[src/hw/rtl/ohsp_pkg.sv]
`default_nettype none

package ohsp_pkg;

   localparam int MAX_LEB_BYTES_DEFAULT = 8;
   localparam int QUEUE_DEPTH_DEFAULT   = 2;

   localparam int CSR_INDEX_W = 1;
   localparam int CSR_DATA_W  = 32;

   localparam logic [CSR_INDEX_W-1:0] CSR_ANNEXB_MODE       = 1'b0;
   localparam logic [CSR_INDEX_W-1:0] CSR_MAX_PAYLOAD_BYTES = 1'b1;

   localparam logic [31:0] MAX_PAYLOAD_RESET = 32'd268435456;

   typedef enum logic [3:0] {
      ST_OK        = 4'd0,
      ST_END       = 4'd1,
      ST_FORBIDDEN = 4'd2,
      ST_BADTYPE   = 4'd3,
      ST_NOSIZE    = 4'd4,
      ST_RESERVED  = 4'd5,
      ST_EXTRES    = 4'd6,
      ST_LEBLONG   = 4'd7,
      ST_OVER32    = 4'd8,
      ST_SMALL     = 4'd9,
      ST_TRUNC     = 4'd10,
      ST_LARGE     = 4'd11
   } status_type;

   typedef enum logic [2:0] {
      PH_IDLE = 3'd0,
      PH_LEN  = 3'd1,
      PH_HDR  = 3'd2,
      PH_EXT  = 3'd3,
      PH_SIZE = 3'd4
   } phase_type;

   typedef struct packed {
      logic [7:0] data_byte;
      logic       stream_end;
   } req_type;

   typedef struct packed {
      status_type  status;
      logic [3:0]  obu_kind;
      logic        ext_present;
      logic        size_present;
      logic [2:0]  temporal_id;
      logic [1:0]  spatial_id;
      logic [31:0] payload_len;
      logic [4:0]  prefix_bytes;
   } rsp_type;

   typedef struct packed {
      logic        annexb_mode;
      logic [31:0] max_payload_bytes;
   } cfg_type;

endpackage

`default_nettype wire

[src/hw/rtl/ohsp_fifo.sv]
`default_nettype none

module ohsp_fifo #(
   parameter int WIDTH = 8,
   parameter int DEPTH = 2
) (
   input  wire logic             clock,
   input  wire logic             reset,
   input  wire logic             push,
   input  wire logic [WIDTH-1:0] push_data,
   output logic                  full,
   input  wire logic             pop,
   output logic [WIDTH-1:0]      pop_data,
   output logic                  empty
);

   localparam int PTR_W = (DEPTH > 1) ? $clog2(DEPTH) : 1;
   localparam int CNT_W = $clog2(DEPTH + 1);

   logic [WIDTH-1:0] entry_ff [DEPTH];
   logic [PTR_W-1:0] wr_ptr_ff, wr_ptr_in;
   logic [PTR_W-1:0] rd_ptr_ff, rd_ptr_in;
   logic [CNT_W-1:0] count_ff, count_in;
   logic             do_push, do_pop;

   assign full     = (count_ff == CNT_W'(DEPTH));
   assign empty    = (count_ff == '0);
   assign do_push  = push && !full;
   assign do_pop   = pop && !empty;
   assign pop_data = entry_ff[rd_ptr_ff];

   always_comb begin
      wr_ptr_in = wr_ptr_ff;
      rd_ptr_in = rd_ptr_ff;
      count_in  = count_ff;
      if (do_push) begin
         wr_ptr_in = (wr_ptr_ff == PTR_W'(DEPTH - 1)) ? '0 : wr_ptr_ff + 1'b1;
      end
      if (do_pop) begin
         rd_ptr_in = (rd_ptr_ff == PTR_W'(DEPTH - 1)) ? '0 : rd_ptr_ff + 1'b1;
      end
      if (do_push && !do_pop) begin
         count_in = count_ff + 1'b1;
      end else if (do_pop && !do_push) begin
         count_in = count_ff - 1'b1;
      end
   end

   always_ff @(posedge clock) begin
      if (reset) begin
         wr_ptr_ff <= '0;
         rd_ptr_ff <= '0;
         count_ff  <= '0;
      end else begin
         wr_ptr_ff <= wr_ptr_in;
         rd_ptr_ff <= rd_ptr_in;
         count_ff  <= count_in;
      end
   end

   always_ff @(posedge clock) begin
      if (do_push) begin
         entry_ff[wr_ptr_ff] <= push_data;
      end
   end

endmodule

`default_nettype wire

[src/hw/rtl/ohsp_parse.sv]
`default_nettype none

module ohsp_parse #(
   parameter int MAX_LEB_BYTES = 8
) (
   input  wire logic             clock,
   input  wire logic             reset,
   input  wire ohsp_pkg::cfg_type cfg,
   input  wire logic             in_valid,
   input  wire ohsp_pkg::req_type in_data,
   output logic                  in_pop,
   input  wire logic             out_full,
   output logic                  out_push,
   output ohsp_pkg::rsp_type     out_data
);

   import ohsp_pkg::*;

   localparam int LEB_W = 7 * MAX_LEB_BYTES;
   localparam int CNT_W = $clog2(MAX_LEB_BYTES);

   phase_type        phase_ff, phase_in;
   logic [LEB_W-1:0] acc_ff;
   logic [CNT_W-1:0] cnt_ff;
   logic [31:0]      alen_ff;
   logic [3:0]       kind_ff;
   logic             ext_ff, sz_ff;
   logic [2:0]       tid_ff;
   logic [1:0]       sid_ff;
   logic [4:0]       cons_ff;

   logic             beat, emit;
   status_type       status;
   logic [31:0]      payload;
   logic [7:0]       b;
   logic             stream_end;
   logic             is_hdr, is_len, is_leb;
   logic [LEB_W-1:0] acc_base, acc_new;
   logic [CNT_W-1:0] cnt_base;
   logic             leb_cont, leb_long, leb_over;
   logic [3:0]       kind_b;
   logic             ext_b, sz_b, type_ok;
   logic [3:0]       kind_v;
   logic             ext_v, sz_v;
   logic [2:0]       tid_v;
   logic [1:0]       sid_v;
   logic [31:0]      alen_eff, hsize, ah_len, fin_val;
   logic             ah_small, fin_large;
   logic [4:0]       cons_inc, prefix_v;

   assign b          = in_data.data_byte;
   assign stream_end = in_data.stream_end;
   assign beat       = in_valid && !out_full;
   assign in_pop     = beat;
   assign out_push   = beat && emit;

   assign is_hdr = (phase_ff == PH_HDR) || ((phase_ff == PH_IDLE) && !cfg.annexb_mode);
   assign is_len = (phase_ff == PH_LEN) || ((phase_ff == PH_IDLE) && cfg.annexb_mode);
   assign is_leb = is_len || (phase_ff == PH_SIZE);

   // LEB128 assembly, one 7-bit group per beat
   assign acc_base = (phase_ff == PH_IDLE) ? '0 : acc_ff;
   assign cnt_base = (phase_ff == PH_IDLE) ? '0 : cnt_ff;
   assign leb_cont = b[7];
   assign leb_long = leb_cont && (cnt_base == CNT_W'(MAX_LEB_BYTES - 1));
   assign leb_over = |acc_new[LEB_W-1:32];

   always_comb begin
      acc_new = acc_base;
      for (int i = 0; i < MAX_LEB_BYTES; i++) begin
         if (cnt_base == CNT_W'(i)) begin
            acc_new[7*i +: 7] = b[6:0];
         end
      end
   end

   assign kind_b  = b[6:3];
   assign ext_b   = b[2];
   assign sz_b    = b[1];
   assign type_ok = ((kind_b != 4'd0) && (kind_b <= 4'd8)) || (kind_b == 4'd15);

   always_comb begin
      kind_v = kind_ff;
      ext_v  = ext_ff;
      sz_v   = sz_ff;
      tid_v  = tid_ff;
      sid_v  = sid_ff;
      if (!stream_end && is_hdr) begin
         kind_v = kind_b;
         ext_v  = ext_b;
         sz_v   = sz_b;
         tid_v  = '0;
         sid_v  = '0;
      end else if (!stream_end && (phase_ff == PH_EXT)) begin
         tid_v = b[7:5];
         sid_v = b[4:3];
      end
   end

   // payload from the Annex B length, or from the size field
   assign alen_eff  = (phase_ff == PH_IDLE) ? '0 : alen_ff;
   assign hsize     = (phase_ff == PH_EXT) ? 32'd2 : 32'd1;
   assign ah_small  = (alen_eff < hsize);
   assign ah_len    = alen_eff - hsize;
   assign fin_val   = (phase_ff == PH_SIZE) ? acc_new[31:0] : ah_len;
   assign fin_large = (fin_val > cfg.max_payload_bytes);

   assign cons_inc = cons_ff + 1'b1;
   assign prefix_v = stream_end ? ((phase_ff == PH_IDLE) ? '0 : cons_ff) : cons_inc;

   // result decision
   always_comb begin
      emit    = 1'b0;
      status  = ST_OK;
      payload = '0;
      if (in_valid) begin
         if (stream_end) begin
            emit   = 1'b1;
            status = (phase_ff == PH_IDLE) ? ST_END : ST_TRUNC;
         end else if (is_hdr) begin
            if (b[7]) begin
               emit   = 1'b1;
               status = ST_FORBIDDEN;
            end else if (!type_ok) begin
               emit   = 1'b1;
               status = ST_BADTYPE;
            end else if (!sz_b && !cfg.annexb_mode) begin
               emit   = 1'b1;
               status = ST_NOSIZE;
            end else if (b[0]) begin
               emit   = 1'b1;
               status = ST_RESERVED;
            end else if (!ext_b && !sz_b) begin
               emit = 1'b1;
               if (ah_small) begin
                  status = ST_SMALL;
               end else begin
                  status  = fin_large ? ST_LARGE : ST_OK;
                  payload = fin_val;
               end
            end
         end else if (is_len) begin
            if (leb_long) begin
               emit   = 1'b1;
               status = ST_LEBLONG;
            end else if (!leb_cont && leb_over) begin
               emit   = 1'b1;
               status = ST_OVER32;
            end
         end else if (phase_ff == PH_EXT) begin
            if (b[2:0] != 3'd0) begin
               emit   = 1'b1;
               status = ST_EXTRES;
            end else if (!sz_ff) begin
               emit = 1'b1;
               if (ah_small) begin
                  status = ST_SMALL;
               end else begin
                  status  = fin_large ? ST_LARGE : ST_OK;
                  payload = fin_val;
               end
            end
         end else if (phase_ff == PH_SIZE) begin
            if (leb_long) begin
               emit   = 1'b1;
               status = ST_LEBLONG;
            end else if (!leb_cont) begin
               emit = 1'b1;
               if (leb_over) begin
                  status = ST_OVER32;
               end else begin
                  status  = fin_large ? ST_LARGE : ST_OK;
                  payload = fin_val;
               end
            end
         end
      end
   end

   always_comb begin
      out_data.status       = status;
      out_data.obu_kind     = kind_v;
      out_data.ext_present  = ext_v;
      out_data.size_present = sz_v;
      out_data.temporal_id  = tid_v;
      out_data.spatial_id   = sid_v;
      out_data.payload_len  = payload;
      out_data.prefix_bytes = prefix_v;
   end

   // next phase
   always_comb begin
      phase_in = phase_ff;
      if (beat) begin
         if (emit) begin
            phase_in = PH_IDLE;
         end else begin
            case (phase_ff)
               PH_IDLE: begin
                  if (cfg.annexb_mode) begin
                     phase_in = leb_cont ? PH_LEN : PH_HDR;
                  end else begin
                     phase_in = ext_b ? PH_EXT : PH_SIZE;
                  end
               end
               PH_LEN:  phase_in = leb_cont ? PH_LEN : PH_HDR;
               PH_HDR:  phase_in = ext_b ? PH_EXT : PH_SIZE;
               PH_EXT:  phase_in = PH_SIZE;
               PH_SIZE: phase_in = PH_SIZE;
               default: phase_in = PH_IDLE;
            endcase
         end
      end
   end

   always_ff @(posedge clock) begin
      if (reset) begin
         phase_ff <= PH_IDLE;
         cnt_ff   <= '0;
         cons_ff  <= '0;
         kind_ff  <= '0;
         ext_ff   <= 1'b0;
         sz_ff    <= 1'b0;
         tid_ff   <= '0;
         sid_ff   <= '0;
         alen_ff  <= '0;
      end else begin
         phase_ff <= phase_in;
         if (beat) begin
            if (emit) begin
               cnt_ff  <= '0;
               cons_ff <= '0;
               kind_ff <= '0;
               ext_ff  <= 1'b0;
               sz_ff   <= 1'b0;
               tid_ff  <= '0;
               sid_ff  <= '0;
            end else begin
               cnt_ff  <= is_leb ? cnt_base + 1'b1 : '0;
               cons_ff <= cons_inc;
               kind_ff <= kind_v;
               ext_ff  <= ext_v;
               sz_ff   <= sz_v;
               tid_ff  <= tid_v;
               sid_ff  <= sid_v;
            end
            if (!stream_end && (phase_ff == PH_IDLE) && !cfg.annexb_mode) begin
               alen_ff <= '0;
            end else if (!stream_end && is_len && !leb_cont && !leb_over) begin
               alen_ff <= acc_new[31:0];
            end
         end
      end
   end

   always_ff @(posedge clock) begin
      if (beat) begin
         acc_ff <= (is_leb && !emit) ? acc_new : '0;
      end
   end

endmodule

`default_nettype wire

[src/hw/rtl/obu_header_and_size_parser.sv]
// AV1 OBU prefix parser.
// Stream bytes enter through a queue port: req_data is taken when push is
// high and full is low, one beat per byte, stream_end marking the end.
// Each OBU prefix (optional Annex B length, header, extension, size field)
// gives one rsp_data beat, shown while empty is low and taken with pop.
// Configuration: csr_we writes csr_wdata to register csr_index
// (0 annexb_mode, 1 max_payload_bytes); write only while the block is idle.
// Throughput: one byte per cycle while the result queue is not full.
// Path: the byte completing a result waits in the input queue, then the parser
// pushes the result into the result queue, which drives the rsp ports.
// When pop stays low the result queue fills, the parser holds, and full
// rises once the input queue is also full; nothing is dropped.
// Reset (synchronous, active high) empties both queues, returns the
// parser to waiting for an OBU start and restores register defaults.
`default_nettype none

module obu_header_and_size_parser #(
   parameter int MAX_LEB_BYTES = ohsp_pkg::MAX_LEB_BYTES_DEFAULT,
   parameter int QUEUE_DEPTH   = ohsp_pkg::QUEUE_DEPTH_DEFAULT
) (
   input  wire logic                               clock,
   input  wire logic                               reset,
   input  wire logic                               push,
   input  wire ohsp_pkg::req_type                  req_data,
   output logic                                    full,
   output logic                                    empty,
   input  wire logic                               pop,
   output ohsp_pkg::rsp_type                       rsp_data,
   input  wire logic                               csr_we,
   input  wire logic [ohsp_pkg::CSR_INDEX_W-1:0]   csr_index,
   input  wire logic [ohsp_pkg::CSR_DATA_W-1:0]    csr_wdata
);

   import ohsp_pkg::*;

   cfg_type cfg_ff, cfg_in;
   req_type in_head;
   rsp_type res_data;
   logic    in_empty, in_pop;
   logic    res_full, res_push;

   always_comb begin
      cfg_in = cfg_ff;
      if (csr_we) begin
         case (csr_index)
            CSR_ANNEXB_MODE:       cfg_in.annexb_mode       = csr_wdata[0];
            CSR_MAX_PAYLOAD_BYTES: cfg_in.max_payload_bytes = csr_wdata[31:0];
            default:               cfg_in = cfg_ff;
         endcase
      end
   end

   always_ff @(posedge clock) begin
      if (reset) begin
         cfg_ff.annexb_mode       <= 1'b0;
         cfg_ff.max_payload_bytes <= MAX_PAYLOAD_RESET;
      end else begin
         cfg_ff <= cfg_in;
      end
   end

   ohsp_fifo #(
      .WIDTH ($bits(req_type)),
      .DEPTH (QUEUE_DEPTH)
   ) u_req_queue (
      .clock     (clock),
      .reset     (reset),
      .push      (push),
      .push_data (req_data),
      .full      (full),
      .pop       (in_pop),
      .pop_data  (in_head),
      .empty     (in_empty)
   );

   ohsp_parse #(
      .MAX_LEB_BYTES (MAX_LEB_BYTES)
   ) u_parse (
      .clock    (clock),
      .reset    (reset),
      .cfg      (cfg_ff),
      .in_valid (!in_empty),
      .in_data  (in_head),
      .in_pop   (in_pop),
      .out_full (res_full),
      .out_push (res_push),
      .out_data (res_data)
   );

   ohsp_fifo #(
      .WIDTH ($bits(rsp_type)),
      .DEPTH (QUEUE_DEPTH)
   ) u_rsp_queue (
      .clock     (clock),
      .reset     (reset),
      .push      (res_push),
      .push_data (res_data),
      .full      (res_full),
      .pop       (pop),
      .pop_data  (rsp_data),
      .empty     (empty)
   );

   a_reset_clears: assert property (@(posedge clock) reset |=> (empty && !full))
      else $error("queues not empty after reset");

   a_end_no_prefix: assert property (@(posedge clock) disable iff (reset)
      (!empty && (rsp_data.status == ST_END)) |->
         ((rsp_data.prefix_bytes == 5'd0) && (rsp_data.payload_len == 32'd0)))
      else $error("end beat carries prefix or payload");

   a_error_no_payload: assert property (@(posedge clock) disable iff (reset)
      (!empty && (rsp_data.payload_len != 32'd0)) |->
         ((rsp_data.status == ST_OK) || (rsp_data.status == ST_LARGE)))
      else $error("error beat carries payload length");

   a_no_push_to_full: assert property (@(posedge clock) disable iff (reset)
      (res_push && res_full) |-> 1'b0)
      else $error("result pushed into full queue");

endmodule

`default_nettype wire
[config.mk]
export PLATFORM = sky130hd
export DESIGN_NAME = obu_header_and_size_parser
export DESIGN_NICKNAME = d
export VERILOG_FILES = /design/src/hw/rtl/ohsp_pkg.sv /design/src/hw/rtl/ohsp_fifo.sv /design/src/hw/rtl/ohsp_parse.sv /design/src/hw/rtl/obu_header_and_size_parser.sv
export SDC_FILE = /design/constraint.sdc
export NUM_CORES = 1
export LEC_CHECK = 0
export BUFFER_PORTS_ARGS = -buffer_cell sky130_fd_sc_hd__buf_2
export CAP_MARGIN = 40
export CORE_ASPECT_RATIO = 0.75
export CORE_MARGIN = 1.5
export CORE_UTILIZATION = 32
export CTS_BUF_LIST = sky130_fd_sc_hd__clkbuf_8
export DETAILED_ROUTE_END_ITERATION = 6
export PLACE_DENSITY = 0.46
export SLEW_MARGIN = 20
export SYNTH_ARGS = -nofsm -noshare
export SYNTH_HDL_FRONTEND = slang
export SYNTH_SLANG_ARGS = --single-unit
[constraint.sdc]
create_clock -name clock -period 13.16 [get_ports clock]
set_input_delay 1.316 -clock clock [delete_from_list [all_inputs] [get_ports clock]]
set_output_delay 1.316 -clock clock [all_outputs]
set_load 0.005 [all_outputs]
; Yosys cells after proc, flatten, opt, wreduce, memory -nomap -nowiden
; Memories as Yosys holds them, arrays and structs flattened. A register that Yosys moved wholly into a read port is not among the register bits.
; Cells that the tools add are included.
[totals]
mem_bits_rw = 122
latch_bits = 0
register_bits = 151
rom_bits = 0
elab_cells = 215
n_memories = 2
inputBits = 47
out_inout_bits = 54
[op_classes]
mux = 108
n_lt_le_gt_ge = 3
n_reduce_logical = 58
multipliers = 0
n_shift = 0
add_sub_neg = 11
n_bitwise = 1
div = 0
eq_ne = 14
[mem_list]
columns = memory, words, width, read_ports, rd_ports_with_merged_regs, write_ports, line
row1 = u_rsp_queue.entry_ff, 2, 52, 1, 1, 1, ohsp_fifo.sv:20  ; logic [WIDTH-1:0] entry_ff [DEPTH];
row2 = u_req_queue.entry_ff, 2, 9, 1, 1, 1, ohsp_fifo.sv:20
[op_table]
columns = cell, count
row1 = 32-bit two-way mux, 21
row2 = 4-bit two-way mux, 23
row3 = 56-bit two-way mux, 1
row4 = 7-bit two-way mux, 8
row5 = 1-bit two-way mux, 33
row6 = 32-bit greater-than comparator, 1
row7 = 32-bit < comparator, 1
row8 = 32-bit subtractor, 1
row9 = 3-bit two-way mux, 9
row10 = 1-bit logical AND, 25
row11 = 24-bit OR reduction, 1
row12 = 2-bit two-way mux, 9
row13 = 3-bit == test (second input constant), 5
row14 = 1-bit zero test, 15
row15 = 5-bit two-way mux, 3
row16 = 3-bit by 2-bit == test with 1-bit output (second input constant), 4
row17 = 3-bit case mux with 4 select lines, 1
row18 = 3-bit by 1-bit == test with 1-bit output (second input constant), 2
row19 = 3-bit zero test, 2
row20 = 2-bit AND reduction, 3
row21 = 2-bit nonzero test, 3
row22 = 5-bit by 1-bit adder with 5-bit output (second input constant), 1
row23 = 1-bit adder (second input constant), 4
row24 = 2-bit by 1-bit adder with 2-bit output (second input constant), 2
row25 = other kinds (11), 17

; Depth between registers and ports, before layout
[depth]
ltp_word = 18
depth_mapped = 24
mapped_depth_nobuf = 20

; Cells and area by module
; A second synthesis with hierarchy kept.
[unflattened]
hier_cells = 1468
area_unflattened_um2 = 14727.9
[modules_own_cells]
columns = mod, seq_area_each_um2, cells_each, area_each_um2, n_inst
row1 = ohsp_parse, 2762.6, 1076, 8336.7, 1
row2 = ohsp_fifo (u_rsp_queue), 3223.1, 187, 3956.3, 1
row3 = obu_header_and_size_parser, 660.6, 152, 1570.3, 1
row4 = ohsp_fifo (u_req_queue), 640.6, 53, 864.6, 1

; Worst setup path after synthesis
; No wires, ideal clock.
[synth_timing]
kind = register to register
startpoint = register u_parse.phase_ff[0]
endpoint = memory u_rsp_queue.entry_ff[0][0] in the netlist's numbering, enable pin
n_path_buf = 8
period_less_slack_ps = 7627
setup_time_ps = 526
arrival_ps = 7101
slack_ps = 5533
stages_incl_launch_ff = 19
required_ps = 12634
cell_sequence = dfxtp_1 -> or3_1 -> clkbuf_1 -> clkbuf_1 -> buf_1 -> buf_1 -> nand2_1 -> ha_1 -> buf_2 -> and2_1 -> clkbuf_1 -> a31oi_1 -> o41ai_1 -> o211ai_1 -> o21ai_1 -> and2_1 -> buf_2 -> buf_4 -> nor3_1
[synth_via]
elab_chain_len = 16
elab_cells_between_ends = 35
classes_between = eq/ne: 8 / mux: 17 / reduce/logical: 10
[synth_rtl]
columns = item, line
row1 = start: declaration, ohsp_parse.sv:22  ; phase_type phase_ff, phase_in;
row2 = start signal: assignment, ohsp_parse.sv:228  ; phase_ff <= phase_in;
row3 = 3-bit zero test, -
row4 = 3-bit two-way mux, ohsp_parse.sv:63  ; assign cnt_base = (phase_ff == PH_IDLE) ? '0 : cnt_ff;
row5 = "3-bit == test, on equally long branches", "ohsp_parse.sv:71, ohsp_parse.sv:65"
row6 = 7-bit two-way mux, ohsp_parse.sv:71  ; if (cnt_base == CNT_W'(i)) begin
row7 = 24-bit OR reduction, ohsp_parse.sv:66  ; assign leb_over = |acc_new[LEB_W-1:32];
row8 = 1-bit logical AND, ohsp_parse.sv:146  ; end else if (!leb_cont && leb_over) begin
row9 = 1-bit two-way mux, ohsp_parse.sv:146
row10 = 1-bit two-way mux, ohsp_parse.sv:143  ; if (leb_long) begin
row11 = 1-bit two-way mux, ohsp_parse.sv:142  ; end else if (is_len) begin
row12 = 1-bit two-way mux (*), ohsp_parse.sv:120  ; end else if (is_hdr) begin
row13 = 1-bit two-way mux (*), ohsp_parse.sv:117  ; if (stream_end) begin
row14 = 1-bit two-way mux (*), ohsp_parse.sv:116  ; if (in_valid) begin
row15 = 1-bit logical AND (*), ohsp_parse.sv:55  ; assign out_push = beat && emit;
row16 = 1-bit logical AND (*), ohsp_fifo.sv:28  ; assign do_push = push && !full;
row17 = 1-bit two-way mux (*), ohsp_fifo.sv:62  ; if (do_push) begin
row18 = 1-bit two-way mux (not written as such) (*), ohsp_fifo.sv:63  ; entry_ff[wr_ptr_ff] <= push_data;
row19 = end: declaration, ohsp_fifo.sv:20
; Every way passes the cells marked *; elsewhere a longest branch is shown, timed or not.

==> results.md <==
* Dpl cell area at around 0.016 mm²
* Final slew viol count at 0
* Sequential share of the synthesized area at 0.4973
* Power Total at 3.084 mW
* CP bufs+invs at 2
* DR WL/cell at around 20 µm
* Cell-by-cell trace of the critical path: nand2_1, nor2_1, inv_1, ha_1, nor2b_1, a2bb2oi_1, o22ai_1, buf_4, nand2_1, nor2_1, a211oi_1, a21oi_1, ha_1, nand3_1, nand2_1, a21oi_1, or4b_2, a221oi_1, a21oi_1, a21o_1
* CP arrival at approximately 6400 ps
* Max cap viols at 0
* Final hold vios at 0
* Dpl hpwl at around 30000 µm
* Largest net degree at the start of global routing at 73
* Critical path's largest stage delay at 700 ps
* Final setup violation count at 0
* Share of cells above drive strength 1 at 0.1865
* Die Ht at ~190 µm
* Synthesized area at approximately 0.015 mm²
* Synth cell types at 77
* Critical Path Sink Type: flop
* Final Skew at roughly 18 ps
* LEAKAGE at a little over 6 nW
* Chip Width at 250.1 µm
* Crit path time final at ~6000 ps
* Commonest non-fill, non-tap cell in the layout: nand2_1
* Antenna diodes at 0
* Placed Cells at around 2.1k
* Final Wtd Congestion at 0.8554
* Run status: complete, no violations
* Relative slew slack at 0.3619
* FF+latch count, synth at 275
* Worst vdd ir at 0.08660 mV
* Finished Cell Area at ~0.017 mm²
* Number of fill cells at approximately 4.5k
* Setup TNS at 0 ps
* Clock transition at path regs at 60 ps
* CTS tree: built
* Starting Density at 0.3261
* Max Clock Freq at approximately 170 MHz
* Top cells by area, synth: edfxtp_1 (36%), dfxtp_1 (13%), nand2_1 (6.2%), mux2_2 (4.8%), ha_1 (3.7%)
* Via density at 5.288
* Maximum clock insertion buffer count at 3
* First-pass GRT wire length at roughly 67000 µm
* Fin crit share at 0.4562
* Top cell type by total area after synthesis: edfxtp_1
* Post-place setup slack at about 7200 ps
* Clock Latency Late Sink at 590 ps
* Drt first pass iters at 6
* Gr ovfl total at 0
* CP delay by family, top: simple AND/OR/NAND/NOR gates
* H-Tree Level Count at 2
* Hold Buf Count CTS at 0
* Worst min path class: reg2reg
* Post-synth top area share at 0.3648
* Final WL at 43870 µm
* Fin cells at 2205
* Setup Fix Bufs, Post-CTS at 0
* Power Density at 183.4 mW/mm²
* Core ar. at roughly 0.045 mm²
* Sink Count at about 280
* All-layer global routing usage at 0.1843
* Vias in the first global route at between 10k and 15k
* IO Count at 101
* Synth Warn # at 0
* Area growth syn-to-layout at 14.76%
* Cell with the largest stage delay on the worst path: a221oi_1
* Ys async rst share at 0
* Number of buffers created by CTS at 48
* Antenna violations before repair at 0
* FP Rows at 67
* Post-CTS sizing at 0
* ANT nets after route at 0
* Mapped Nets at about 1.6k
* RSZ-0062 raised after global routing: no
* Setup crit start kind: flop
* Die area at around 0.047 mm²
* Drt initial violations at ~900
* Number of synthesized flops with an enable pin at approximately 180
* CP max FO at 17
* Critical path required time at between 10000 and 15000 ps
* Clk root buf: clkbuf_8
* Top_reg_cell synth: edfxtp_1
* Port bufs at 100
* Mean Syn Cell Area at 9.868 µm²
* Slew @ Worst Pin at 949.8 ps
* Final routed DRC violation total at 0
* Total number of vias at around 12k
* Synthesized instance count at approximately 1.5k
* Critical path class: reg2reg
* Most frequent cells in the layout: nand2_1 (242), edfxtp_1 (178), nor2_1 (131), buf_2 (100), dfxtp_1 (96)
* Layout Nets at approximately 1.7k
* Fin worst setup slack at roughly 7000 ps
==> worst min-delay path, delay by kind of cell (launching register included) <==
family | cells | cell delay (ps)
flops | 1 | 310
simple gates | 1 | 50
compound gates | 1 | 50
==> where the power goes <==
part	switching, mW	internal (mW)	total (mW)
Sequential	0.0926	1.19	1.29
Combinational	0.637	0.390	1.03
Clock	0.367	0.404	0.771
Total	1.10	1.99	3.08
==> layout make-up <==
cell class,count,area (µm²),area share
clock buffers,52,715.7,0.04256
well taps,586,733.2,0.04360
multi-input cells,1068,6835,0.4064
flip-flops and latches,275,7288,0.4334
repair buffers,136,842.1,0.05007
inverters,51,191.4,0.01138
clock inverters,37,211.5,0.01257
==> metal layers <==
| metal | part of all wire | wire, µm | vias up | track usage |
|---|---|---|---|---|
| li1 | - | - | 5590 | - |
| met1 | 0.50 | 22140 | 5669 | 0.2813 |
| met2 | 0.42 | 18260 | 350 | 0.2685 |
| met3 | 0.063 | 2780 | 51 | 0.03219 |
| met4 | 0.016 | 693 | 0 | 0.04033 |
| met5 | 0 | 0 | - | 0 |
==> cells by family after synthesis <==
logic type	count (synthesis)	synth area share
mux	109	0.08077
xor+xnor	27	0.01614
flops	275	0.4973
buf+inv	142	0.04098
fa+ha+maj	43	0.03671
simple gates	575	0.1860
compound gates	314	0.1422
==> final timing paths <==
kind                                           from                          end  slack [ps]  depth (start not counted)
worst max register to register  u_parse.phase_ff[0]  u_rsp_queue.entry_ff[0][48]        7160                         20
worst max-delay path            u_parse.phase_ff[0]  u_rsp_queue.entry_ff[0][48]        7160                         20
worst min register to register            cfg_ff[6]                    cfg_ff[6]         460                          2
worst min-delay path                      cfg_ff[6]                    cfg_ff[6]         460                          2
==> synthesized netlist by cell type (4+ instances only) <==
cell	number
buf_4	7
buf_6	4
ha_1	43
o22ai_1	5
or4_1	5
nor2b_1	13
dfxtp_1	97
or3_1	12
nor3b_1	10
o21a_1	5
edfxtp_1	178
buf_1	7
o21ai_0	75
and3_1	4
xor2_1	12
o221ai_1	4
nand2b_1	37
o21bai_1	4
a22o_1	20
buf_2	9
nor2_1	131
mux2i_1	41
xnor2_1	15
o31ai_1	5
clkbuf_1	64
nor3_1	28
nand4_1	19
a31oi_1	11
a32o_1	15
o211ai_1	26
nor4_1	13
mux2_2	63
a21o_1	7
nand2_1	242
a21oi_1	80
a22oi_1	12
nand3_1	17
nor2b_2	10
a211oi_1	18
and2_1	12
inv_1	49
==> state kept, by name, indices dropped and copies added (netlist names), 2 cells and up, named ones only <==
name / count
u_rsp_queue.entry_ff: 104
u_req_queue.entry_ff: 18
u_parse.kind_ff: 4
u_parse.tid_ff: 3
u_req_queue.count_ff: 2
u_parse.sid_ff: 2
u_parse.cnt_ff: 3
u_parse.cons_ff: 5
cfg_ff: 33
u_rsp_queue.count_ff: 2
u_parse.acc_ff: 56
u_parse.phase_ff: 3
u_parse.alen_ff: 32
==> stage by stage <==
step	utilization	hold WS [ps]
6_report	0.3743	456.0
3_5_place_dp	0.3523	449.9
4_1_cts	0.3729	457.8
3_3_place_gp	0.3506	445.8
5_1_grt	0.3743	471.2
2_1_floorplan	-	436.3
No activity file was read; power rests on OpenSTA's default activity.
